===== src/hdl/acpg_pkg.sv =====
package acpg_pkg;

  // Default number of bytes of one command line that are kept.
  localparam int unsigned LineLimitDefault = 29;

  // Character codes used by the line parser.
  localparam logic [7:0] CharEquals = 8'h3D;  // '='
  localparam logic [7:0] CharZero   = 8'h30;  // '0'
  localparam logic [7:0] CharNine   = 8'h39;  // '9'
  localparam logic [7:0] CharPeriod = 8'h61;  // 'a'
  localparam logic [7:0] CharDuty   = 8'h62;  // 'b'
  localparam logic [7:0] CharCr     = 8'h0D;
  localparam logic [7:0] CharLf     = 8'h0A;

  // Kinds of input request.
  localparam logic ActionByte = 1'b0;
  localparam logic ActionTick = 1'b1;

  // Values after reset.
  localparam logic [15:0] PeriodReset = 16'd100;
  localparam logic [15:0] DutyReset   = 16'd40;

endpackage


===== src/hdl/ascii_command_pwm_generator.sv =====
// Channel | Direction | Handshake                | Payload
// --------+-----------+--------------------------+------------------------------------------
// in      | input     | in_valid_i / in_ready_o  | action_i, rx_byte_i
// out     | output    | out_valid_o / out_ready_i| pwm_out_o, period_value_o, duty_value_o
//
// One request is accepted per cycle unless the consumer stalls, and every request
// produces exactly one result. A request is first held in the input register; the
// parser, the tick counter and the result register are then updated together when
// the request moves on into the result stage, which then presents its result.
// The input register and the result register act as two stages, so a request is
// still taken while a finished result waits for the consumer.
// Reset clears the line state, sets the period to 100 and the duty to 40 and
// clears the tick counter and the PWM level.
// When the consumer stalls, at most one further request is held in the input register.
module ascii_command_pwm_generator #(
  parameter int unsigned LINE_LIMIT = acpg_pkg::LineLimitDefault
) (
  input  logic        clk_i,
  input  logic        rst_ni,
  input  logic        in_valid_i,
  output logic        in_ready_o,
  input  logic        action_i,
  input  logic [7:0]  rx_byte_i,
  output logic        out_valid_o,
  input  logic        out_ready_i,
  output logic        pwm_out_o,
  output logic [15:0] period_value_o,
  output logic [15:0] duty_value_o
);

  // The line count saturates at LINE_LIMIT, so it needs room for that value.
  localparam int unsigned LcW = $clog2(LINE_LIMIT + 1);
  localparam logic [LcW-1:0] LineLimitC = LcW'(LINE_LIMIT);

  // Input register stage.
  logic       in_valid_q;
  logic       action_q;
  logic [7:0] byte_q;

  // Result stage: the state registers double as the result payload, since
  // they change only when a new result is loaded.
  logic out_valid_q;
  logic advance;

  // Parser and PWM state.
  logic [LcW-1:0] line_count_q, line_count_d;
  logic [7:0]     first_char_q, first_char_d;
  logic           seen_equals_q, seen_equals_d;
  logic           digits_open_q, digits_open_d;
  logic [15:0]    number_accum_q, number_accum_d;
  logic [15:0]    period_q, period_d;
  logic [15:0]    duty_q, duty_d;
  logic [15:0]    tick_count_q, tick_count_d;
  logic           pwm_level_q, pwm_level_d;

  logic        is_term;
  logic        is_digit;
  logic [3:0]  digit_full;
  logic [15:0] accum_times_ten;
  logic [15:0] tick_inc;

  // The result stage moves on when it is empty or its result is being taken;
  // the input stage then drains into it.
  assign advance    = in_valid_q && (!out_valid_q || out_ready_i);
  assign in_ready_o = !in_valid_q || advance;

  always_ff @(posedge clk_i or negedge rst_ni) begin
    if (!rst_ni) begin
      in_valid_q <= 1'b0;
    end else if (in_ready_o) begin
      in_valid_q <= in_valid_i;
    end
  end

  // Payload of the input stage needs no reset.
  always_ff @(posedge clk_i) begin
    if (in_ready_o && in_valid_i) begin
      action_q <= action_i;
      byte_q   <= rx_byte_i;
    end
  end

  always_ff @(posedge clk_i or negedge rst_ni) begin
    if (!rst_ni) begin
      out_valid_q <= 1'b0;
    end else if (advance) begin
      out_valid_q <= 1'b1;
    end else if (out_ready_i) begin
      out_valid_q <= 1'b0;
    end
  end

  // Byte classification and the decimal step (x * 10 = x * 8 + x * 2).
  assign is_term         = (byte_q == acpg_pkg::CharCr) || (byte_q == acpg_pkg::CharLf);
  assign is_digit        = (byte_q >= acpg_pkg::CharZero) && (byte_q <= acpg_pkg::CharNine);
  assign digit_full      = 4'(byte_q - acpg_pkg::CharZero);
  assign accum_times_ten = (number_accum_q << 3) + (number_accum_q << 1);

  // The tick counter wraps at 16 bits before it is compared with the period.
  assign tick_inc = tick_count_q + 16'd1;

  always_comb begin
    line_count_d   = line_count_q;
    first_char_d   = first_char_q;
    seen_equals_d  = seen_equals_q;
    digits_open_d  = digits_open_q;
    number_accum_d = number_accum_q;
    period_d       = period_q;
    duty_d         = duty_q;
    tick_count_d   = tick_count_q;
    pwm_level_d    = pwm_level_q;

    if (action_q == acpg_pkg::ActionTick) begin
      // A zero period keeps the counter at zero on every tick.
      tick_count_d = (tick_inc >= period_q) ? 16'd0 : tick_inc;
      pwm_level_d  = tick_count_d < duty_q;
    end else if (is_term) begin
      // A terminator applies the number only if the line held an '='.
      if (seen_equals_q) begin
        if (first_char_q == acpg_pkg::CharPeriod) begin
          period_d = number_accum_q;
        end else if (first_char_q == acpg_pkg::CharDuty) begin
          duty_d = number_accum_q;
        end
      end
      line_count_d   = '0;
      first_char_d   = '0;
      seen_equals_d  = 1'b0;
      digits_open_d  = 1'b0;
      number_accum_d = '0;
    end else if (line_count_q < LineLimitC) begin
      // Bytes past the limit are dropped without effect.
      if (line_count_q == '0) begin
        first_char_d = byte_q;
      end
      line_count_d = line_count_q + LcW'(1);
      if (!seen_equals_q) begin
        if (byte_q == acpg_pkg::CharEquals) begin
          seen_equals_d  = 1'b1;
          digits_open_d  = 1'b1;
          number_accum_d = '0;
        end
      end else if (digits_open_q) begin
        if (is_digit) begin
          number_accum_d = accum_times_ten + {12'd0, digit_full};
        end else begin
          digits_open_d = 1'b0;
        end
      end
    end
  end

  always_ff @(posedge clk_i or negedge rst_ni) begin
    if (!rst_ni) begin
      line_count_q   <= '0;
      first_char_q   <= '0;
      seen_equals_q  <= 1'b0;
      digits_open_q  <= 1'b0;
      number_accum_q <= '0;
      period_q       <= acpg_pkg::PeriodReset;
      duty_q         <= acpg_pkg::DutyReset;
      tick_count_q   <= '0;
      pwm_level_q    <= 1'b0;
    end else if (advance) begin
      line_count_q   <= line_count_d;
      first_char_q   <= first_char_d;
      seen_equals_q  <= seen_equals_d;
      digits_open_q  <= digits_open_d;
      number_accum_q <= number_accum_d;
      period_q       <= period_d;
      duty_q         <= duty_d;
      tick_count_q   <= tick_count_d;
      pwm_level_q    <= pwm_level_d;
    end
  end

  assign out_valid_o    = out_valid_q;
  assign pwm_out_o      = pwm_level_q;
  assign period_value_o = period_q;
  assign duty_value_o   = duty_q;

`ifndef SYNTHESIS
  assert property (@(posedge clk_i) disable iff (!rst_ni)
    line_count_q <= LineLimitC)
    else $error("line count beyond its limit");

  assert property (@(posedge clk_i) disable iff (!rst_ni)
    digits_open_q |-> seen_equals_q)
    else $error("digits open without an equals sign");

  assert property (@(posedge clk_i) disable iff (!rst_ni)
    (advance && action_q == acpg_pkg::ActionByte) |=>
      ($stable(tick_count_q) && $stable(pwm_level_q)))
    else $error("byte request changed the PWM state");

  assert property (@(posedge clk_i) disable iff (!rst_ni)
    !advance |=> ($stable(period_q) && $stable(duty_q) && $stable(pwm_level_q)))
    else $error("result changed without a new request");

  assert property (@(posedge clk_i) disable iff (!rst_ni)
    !in_ready_o |-> (in_valid_q && out_valid_q && !out_ready_i))
    else $error("input stalled while the pipeline could move");
`endif

endmodule


===== config.mk =====
export PLATFORM = sky130hd
export DESIGN_NAME = ascii_command_pwm_generator
export DESIGN_NICKNAME = d
export VERILOG_FILES = /design/src/hdl/acpg_pkg.sv /design/src/hdl/ascii_command_pwm_generator.sv
export SDC_FILE = /design/constraint.sdc
export NUM_CORES = 1
export LEC_CHECK = 0
export ABC_AREA = 1
export BUFFER_PORTS_ARGS = -buffer_cell sky130_fd_sc_hd__buf_2
export CAP_MARGIN = 15
export CORE_MARGIN = 10
export CORE_UTILIZATION = 50
export CTS_CLUSTER_DIAMETER = 120
export DETAILED_ROUTE_END_ITERATION = 8
export HOLD_SLACK_MARGIN = 0.12
export PLACE_DENSITY = 0.76
export SLEW_MARGIN = 40
export SYNTH_ARGS = -nofsm -noshare
export SYNTH_HDL_FRONTEND = slang
export SYNTH_SLANG_ARGS = --single-unit
export TNS_END_PERCENT = 100

===== constraint.sdc =====
create_clock -name clk_i -period 7.8 [get_ports clk_i]
set_input_delay 0.39 -clock clk_i [delete_from_list [all_inputs] [get_ports clk_i]]
set_output_delay 0.39 -clock clk_i [all_outputs]
set_load 0.005 [all_outputs]

==> results.json, run 1 <==
{
  "postCtsSetupRepairBufs": 0,
  "drtAntennaViolNets": 0,
  "drc": 0,
  "final_number_of_max_transition_violations": 0,
  "drt_first_iter_violations": 484,
  "post-place-cells": 856,
  "final_hold_viol_count": 0,
  "synth_seq_cells": 91,
  "synth_most_common_cell": "sky130_fd_sc_hd__nand2_1",
  "report.final.setup_viol": 0,
  "clock-sinks": 91,
  "via_count": 4672,
  "die_y_um": 126,
  "number_of_antenna_violations_at_the_first_check_in_global_routing": 0,
  "cts_made_buffers": 9,
  "cts_tree": "done",
  "biggest_fanout_along_the_worst_timing_path": 15,
  "die-width_um": 126,
  "outcome": "complete, no violations",
  "yosysUniqueCellTypes": 48,
  "period_utilization": 0.529,
  "cp_cell_sequence": "ha_1 -> nand2_1 -> inv_2 -> nand3_2 -> nor3_2 -> nand4_2 -> nor2_2 -> nand3_1 -> xor2_1 -> inv_1 -> ha_1 -> nand2_1 -> o21ai_0 -> nor2_1 -> nand2_1 -> nor3_2 -> ha_1 -> a21oi_1 -> nand3b_1 -> a21oi_1 -> nor3_1 -> nand2_1 -> nand2_1",
  "area_grow_syn2layout_pct": 11.7,
  "max_cap_violations": 0,
  "clk_transition_reported_paths_ns": 0.10,
  "insertion_delay_ns": 0.38,
  "crit_required_ns": 8.12,
  "synth_nets": 752,
  "finalHoldWorstSlack_ns": 0.181,
  "synthesis.area_per_instance_um2": 8.29,
  "layout-drive-gt1-share": 0.149,
  "post_synth_inst_count": 677,
  "port-buffer-count": 47,
  "final.setup_skew_ns": 0.0112,
  "async_flop_share": 0.901,
  "final.fill_count": 960,
  "synth_warnings": 0,
  "first_pass_grt_wire_length_mm": 22.5,
  "timing.critical_path.slowest_cell_delay_ns": 0.41,
  "critical_path_class": "reg -> reg",
  "netlist_area_before_placement_mm2": 0.00561,
  "timing.setup.tns_ns": 0,
  "endpoint_kind": "flop",
  "rsz0062_at_grt": "no",
  "floorplan.die_area_mm2": 0.0159,
  "power_per_cell_area_mw_per_mm2": 321,
  "placeableCoreArea_mm2": 0.0109,
  "timing.critical_path.from_type": "flop",
  "synth.top_cells.by_area": "sky130_fd_sc_hd__dfrtp_1 34%, sky130_fd_sc_hd__ha_1 13%, sky130_fd_sc_hd__nand2_1 9.8%",
  "synth-seq-area-share": 0.415,
  "total_leakage_power_nw": 3.19,
  "avgRoutedWirePerCell_um": 15.0,
  "place_area_mm2": 0.00599,
  "synthDominantAreaCellType": "sky130_fd_sc_hd__dfrtp_1",
  "final_non_filler_cell_area_mm2": 0.00626,
  "global_route.usage.total": 0.169,
  "avgViaCountPerCell": 5.35,
  "hold_class": "in -> reg",
  "first_global_vias": 4707,
  "netlist_top_cells_count": "146 x sky130_fd_sc_hd__nand2_1, 110 x sky130_fd_sc_hd__inv_1, 77 x sky130_fd_sc_hd__dfrtp_1, 66 x sky130_fd_sc_hd__o21ai_0, 60 x sky130_fd_sc_hd__ha_1",
  "ioPinCount": 48,
  "cpMaxStageDelayCell": "sky130_fd_sc_hd__dfrtp_1",
  "pin_count_of_the_biggest_net_entering_global_routing": 83,
  "worst_pin_slew_ns": 0.632,
  "synth_flop_cell": "sky130_fd_sc_hd__dfrtp_1",
  "initial_core_util": 0.515,
  "dr.pass1.iters": 6,
  "synth_edf_count": 9,
  "core.rowCount": 38,
  "layout.cells.non_filler": 874,
  "diodes": 0,
  "cts_root_buffer": "sky130_fd_sc_hd__clkbuf_8",
  "overflow_left_after_global_routing": 0,
  "critical_path_arrival_ns": 4.44,
  "post-dp-hpwl_mm": 10.1,
  "fmax_ghz": 0.242,
  "num-nets-final": 804,
  "clock_tree.buffer_depth": 2,
  "cts-htree-levels": 3,
  "postRouteWirelength_mm": 13.1,
  "cpMostUsedCell": "sky130_fd_sc_hd__nand2_1",
  "routabilityCongestion": 0.944,
  "share_of_yosys_cell_area_claimed_by_the_top_area_cell_type": 0.344,
  "final_critical_period_ns": 4.13,
  "maxSlewHeadroom": 0.576,
  "vdd_drop_max_mv": 0.160
}
critical path, delay by kind of cell (launching register included):
kind            cells  cell delay (ns)
simple gates       14             2.19
fa+ha+maj           3             0.76
flops               1             0.41
compound gates      3             0.31
xor+xnor            1             0.23
buf+inv             2             0.17
timing repair:
item                      CTS  global route
hold endpoints to repair   77             0
hold buffers                1             0
resized for setup           0             0
sequential cells by signal, indices dropped and copies added (netlist names):
register and flops:
number_accum_q 16, seen_equals_q 1, out_valid_o 1, period_value_o 16, digits_open_q 1, line_count_q 5, in_valid_q 1, pwm_out_o 1
tick_count_q 16, first_char_q 8, duty_value_o 16, action_q 1, byte_q 8
layout by cell type (no fill, tap or decap), drive strengths merged:
| cell type | instances |
|---|---|
| dfrtp | 77 |
| o22ai | 10 |
| xnor2 | 2 |
| clkbuf | 11 |
| a31oi | 2 |
| o32ai | 1 |
| o211a | 1 |
| nor4 | 1 |
| o21bai | 1 |
| a211oi | 1 |
| dfstp | 5 |
| dlygate4sd3 | 1 |
| bufinv | 2 |
| o21a | 1 |
| a21o | 3 |
| nand3 | 23 |
| o31ai | 1 |
| ha | 60 |
| o21ai | 75 |
| o2111ai | 1 |
| xor2 | 11 |
| edfxtp | 9 |
| inv | 121 |
| buf | 50 |
| o211ai | 1 |
| fa | 2 |
| nor2 | 49 |
| nand4 | 7 |
| clkinv | 5 |
| nand3b | 3 |
| nand2 | 149 |
| a21oi | 33 |
| nor3 | 14 |
| a22o | 1 |
final timing paths:
path | to | depth (start not counted) | slack, ns | start
max reg2reg | pwm_out_o | 23 | 3.67 | tick_count_q[0]
min in group asynchronous | first_char_q[2] | 2 | 0.49 | rst_ni
min reg2reg | first_char_q[7] | 2 | 0.49 | byte_q[7]
min | byte_q[7] | 1 | 0.18 | rx_byte_i[7]
max in group asynchronous | period_value_o[6] | 3 | 6.71 | rst_ni
max | pwm_out_o | 23 | 3.67 | tick_count_q[0]
through the flow:
| step | utilization | power, mW | setup WS, ns |
|---|---|---|---|
| 3_3_place_gp | 0.548 | 1.56 | 4.07 |
| 5_1_grt | 0.575 | 2.20 | 3.18 |
| 6_report | 0.575 | 2.01 | 3.67 |
| 3_5_place_dp | 0.550 | 1.61 | 3.84 |
| 4_1_cts | 0.574 | 2.01 | 3.75 |
| 2_1_floorplan | - | 1.38 | 4.40 |
layer usage:
metal  share of wire  vias to the layer above  global-route usage
met5               0                        -                   0
met4           0.021                        0              0.0710
met3           0.045                       19              0.0231
met2            0.50                      117               0.289
met1            0.43                     2229               0.208
li1                -                     2307                   -
area by class of cell:
| cell class | count | area (um^2) | share of cell area |
|---|---|---|---|
| sequential | 91 | 2330 | 0.372 |
| timing repair buffer | 51 | 287 | 0.0457 |
| clock buffer | 11 | 163 | 0.0260 |
| multi-input combinational | 453 | 2770 | 0.442 |
| inverter | 123 | 463 | 0.0739 |
| clock inverter | 5 | 82.6 | 0.0132 |
| tap | 140 | 175 | 0.0280 |
cells by family after synthesis:
logic type	count (synthesis)	synth area share
XOR/XNOR	13	0.0216
adder cells (fa/ha/maj)	62	0.141
buffers and inverters	133	0.0917
AO/OA/AOI/OAI	132	0.132
AND/OR/NAND/NOR	246	0.199
flip-flops	91	0.415
power breakdown:
part           switching, mW  total (mW)  internal (mW)
Clock                  0.180       0.390          0.209
Combinational          0.635       0.988          0.353
Sequential            0.0731       0.635          0.561
Total                  0.888        2.01           1.12
Power figures use the tool's default switching activity.
==> run 2, diff against run 1 <==
--- a/config.mk
+++ b/config.mk
@@ -5,7 +5,7 @@
 export SDC_FILE = /design/constraint.sdc
 export NUM_CORES = 1
 export LEC_CHECK = 0
-export ABC_AREA = 1
+export ABC_AREA = 0
 export BUFFER_PORTS_ARGS = -buffer_cell sky130_fd_sc_hd__buf_2
 export CAP_MARGIN = 15
 export CORE_MARGIN = 10
@@ -13,7 +13,7 @@
 export CTS_CLUSTER_DIAMETER = 120
 export DETAILED_ROUTE_END_ITERATION = 8
 export HOLD_SLACK_MARGIN = 0.12
-export PLACE_DENSITY = 0.76
+export PLACE_DENSITY = 0.78
 export SLEW_MARGIN = 40
 export SYNTH_ARGS = -nofsm -noshare
 export SYNTH_HDL_FRONTEND = slang
==> constraint.sdc (replaced) <==
create_clock -name clk_i -period 3.38 [get_ports clk_i]
set_input_delay 0.169 -clock clk_i [delete_from_list [all_inputs] [get_ports clk_i]]
set_output_delay 0.169 -clock clk_i [all_outputs]
set_load 0.005 [all_outputs]
==> results.json, run 2 <==
{
  "post-dp-hpwl_mm": 10.2,
  "fmax_ghz": 0.265,
  "synth_nets": 608,
  "final_non_filler_cell_area_mm2": 0.00702,
  "final_hold_viol_count": 0,
  "critical_path_arrival_ns": 4.04,
  "total_leakage_power_nw": 3.51,
  "die_y_um": 125,
  "cp_cell_sequence": "nand2_2 -> nor2_4 -> nand4_1 -> or2_4 -> xnor2_2 -> ha_1 -> inv_1 -> o31ai_2 -> a21oi_2 -> buf_4 -> o21ai_4 -> nor2_2 -> ha_1 -> nand2_2 -> nor3_4 -> nand3_1 -> and3_4 -> o2111ai_2 -> nand2_1",
  "synth_flop_cell": "sky130_fd_sc_hd__dfrtp_1",
  "timing.critical_path.slowest_cell_delay_ns": 0.44,
  "final_critical_period_ns": 3.77,
  "crit_required_ns": 3.65,
  "cts_made_buffers": 9,
  "initial_core_util": 0.513,
  "via_count": 4600,
  "hold_class": "in -> reg",
  "drtAntennaViolNets": 0,
  "drc": 0,
  "violated_checks": "negative setup slack",
  "critPathTopFamily": "simple AND/OR/NAND/NOR gates",
  "number_of_antenna_violations_at_the_first_check_in_global_routing": 0,
  "final_number_of_max_transition_violations": 0,
  "post-layout-total-power_mw": 2.49,
  "cts-htree-levels": 3,
  "endpoint_kind": "flop",
  "cpMaxStageDelayCell": "sky130_fd_sc_hd__dfrtp_1",
  "synthDominantAreaCellType": "sky130_fd_sc_hd__dfrtp_1",
  "critical_path_class": "reg -> reg",
  "max_cap_violations": 0,
  "netlist_area_before_placement_mm2": 0.00556,
  "avgRoutedWirePerCell_um": 18.4,
  "maxSlewHeadroom": 0.449,
  "rsz0062_at_grt": "yes",
  "vdd_drop_max_mv": 0.293,
  "dr.pass1.iters": 6,
  "layout_setup_ws_ns": -0.395,
  "port-buffer-count": 47,
  "synth_seq_cells": 91,
  "floorplan.die_area_mm2": 0.0157,
  "num-nets-final": 725,
  "overflow_left_after_global_routing": 0,
  "synthesis.area_per_instance_um2": 10.4,
  "final.setup_skew_ns": 0.00991,
  "pin_count_of_the_biggest_net_entering_global_routing": 83,
  "drt_first_iter_violations": 264,
  "cts_tree": "done",
  "report.final.setup_viol": 2,
  "power_per_cell_area_mw_per_mm2": 355,
  "core.rowCount": 38,
  "finalCoreUtilization": 0.647,
  "area_grow_syn2layout_pct": 26.3,
  "first_pass_grt_wire_length_mm": 23.4,
  "synth_most_common_cell": "sky130_fd_sc_hd__dfrtp_1",
  "biggest_fanout_along_the_worst_timing_path": 4,
  "share_of_yosys_cell_area_claimed_by_the_top_area_cell_type": 0.347,
  "place_area_mm2": 0.00637,
  "first_global_vias": 4774,
  "timing.critical_path.from_type": "flop",
  "ioPinCount": 48,
  "synth_edf_count": 9,
  "layout-drive-gt1-share": 0.302,
  "synth.top_cells.by_area": "sky130_fd_sc_hd__dfrtp_1 35%, sky130_fd_sc_hd__ha_1 14%, sky130_fd_sc_hd__edfxtp_1 4.9%",
  "yosysUniqueCellTypes": 53,
  "async_flop_share": 0.901,
  "cts_root_buffer": "sky130_fd_sc_hd__clkbuf_8",
  "diodes": 0,
  "final_cell_mix": "75 x sky130_fd_sc_hd__dfrtp_1, 57 x sky130_fd_sc_hd__buf_4, 50 x sky130_fd_sc_hd__inv_1",
  "clk_transition_reported_paths_ns": 0.09,
  "clock_tree.buffer_depth": 2,
  "insertion_delay_ns": 0.37,
  "avgViaCountPerCell": 5.79,
  "synth-seq-area-share": 0.419,
  "netlist_top_cells_count": "77 x sky130_fd_sc_hd__dfrtp_1, 60 x sky130_fd_sc_hd__ha_1, 51 x sky130_fd_sc_hd__inv_1, 31 x sky130_fd_sc_hd__nor2_1, 29 x sky130_fd_sc_hd__nand2_1",
  "post_synth_inst_count": 533,
  "synth_warnings": 0,
  "global_route.usage.total": 0.176,
  "placeableCoreArea_mm2": 0.0108,
  "final_common_cell": "sky130_fd_sc_hd__dfrtp_1",
  "outcome": "complete, but fails checks",
  "dp_worst_setup_slack_ns": -0.296,
  "routabilityCongestion": 0.906,
  "cp_num_buf_inv": 2,
  "clock-sinks": 91,
  "postRouteWirelength_mm": 14.6,
  "period_utilization": 1.12,
  "die-width_um": 125,
  "worst_pin_slew_ns": 0.824
}
## run 2: stage by stage
step	hold slack (ns)	instances	TNS (ns)
6_report	0.129	795	-0.440
5_1_grt	0.163	795	-1.52
4_1_cts	0.126	789	-0.186
3_5_place_dp	0.275	757	-0.296
3_3_place_gp	0.345	757	-0.171
2_1_floorplan	-0.127	533	-0.0739
## run 2: area by class of cell
class	instances	area, um^2
tap	140	175
inverter	51	191
clock inverter	6	57.6
timing repair buffer	116	793
fill	813	3820
multi-input combinational	381	3340
clock buffer	10	128
sequential	91	2330
## run 2: kinds of logic after synthesis
logic type               count (synthesis)  synth area share
XOR/XNOR                                28            0.0441
adder cells (fa/ha/maj)                 62             0.142
multiplexers                            36            0.0730
AND/OR/NAND/NOR                        142             0.136
flip-flops                              91             0.419
buffers and inverters                   61            0.0439
AO/OA/AOI/OAI                          113             0.142
## run 2: worst register-to-register path: cells and delay by family (launching register included)
kind / cells / cell delay [ns]
and+or+nand+nor: 10 / 1.52
adders and majority gates: 2 / 0.69
AOI/OAI and AO/OA: 4 / 0.66
DFF: 1 / 0.44
buffers and inverters: 2 / 0.24
xor gates and xnor gates: 1 / 0.14
## run 2: worst paths after layout
| path | startpoint | to | slack [ns] | depth (start not counted) |
|---|---|---|---|---|
| worst min register to register | first_char_q[7] | first_char_q[7] | 0.51 | 1 |
| max in group asynchronous | rst_ni | tick_count_q[2] | 2.47 | 2 |
| worst max-delay path | tick_count_q[1] | pwm_out_o | -0.39 | 19 |
| min in group asynchronous | rst_ni | period_value_o[14] | 0.39 | 2 |
| worst min-delay path | out_ready_i | out_valid_o | 0.13 | 3 |
| worst max register to register | tick_count_q[1] | pwm_out_o | -0.39 | 19 |
## run 2: report_power, final
group / total, mW / switching, mW / internal, mW
logic: 0.466 / 0.242 / 0.224
registers: 1.29 / 0.0882 / 1.20
clock network: 0.732 / 0.396 / 0.336
total: 2.49 / 0.727 / 1.76
## run 2: timing repair
item | in CTS | in global routing
buffers inserted | 5 | 6
gates resized for setup | 7 | 42
pin swaps | 15 | 26
endpoints found under the hold margin | 87 | 0
hold buffers | 11 | 0
setup endpoints to repair | 1 | 1
cloned | 0 | 0
## run 2: per-layer routing
layer	wire length (um)	global-route usage
met1	6060	0.213
met2	7500	0.305
met3	691	0.0330
met4	372	0.0637
met5	0	0
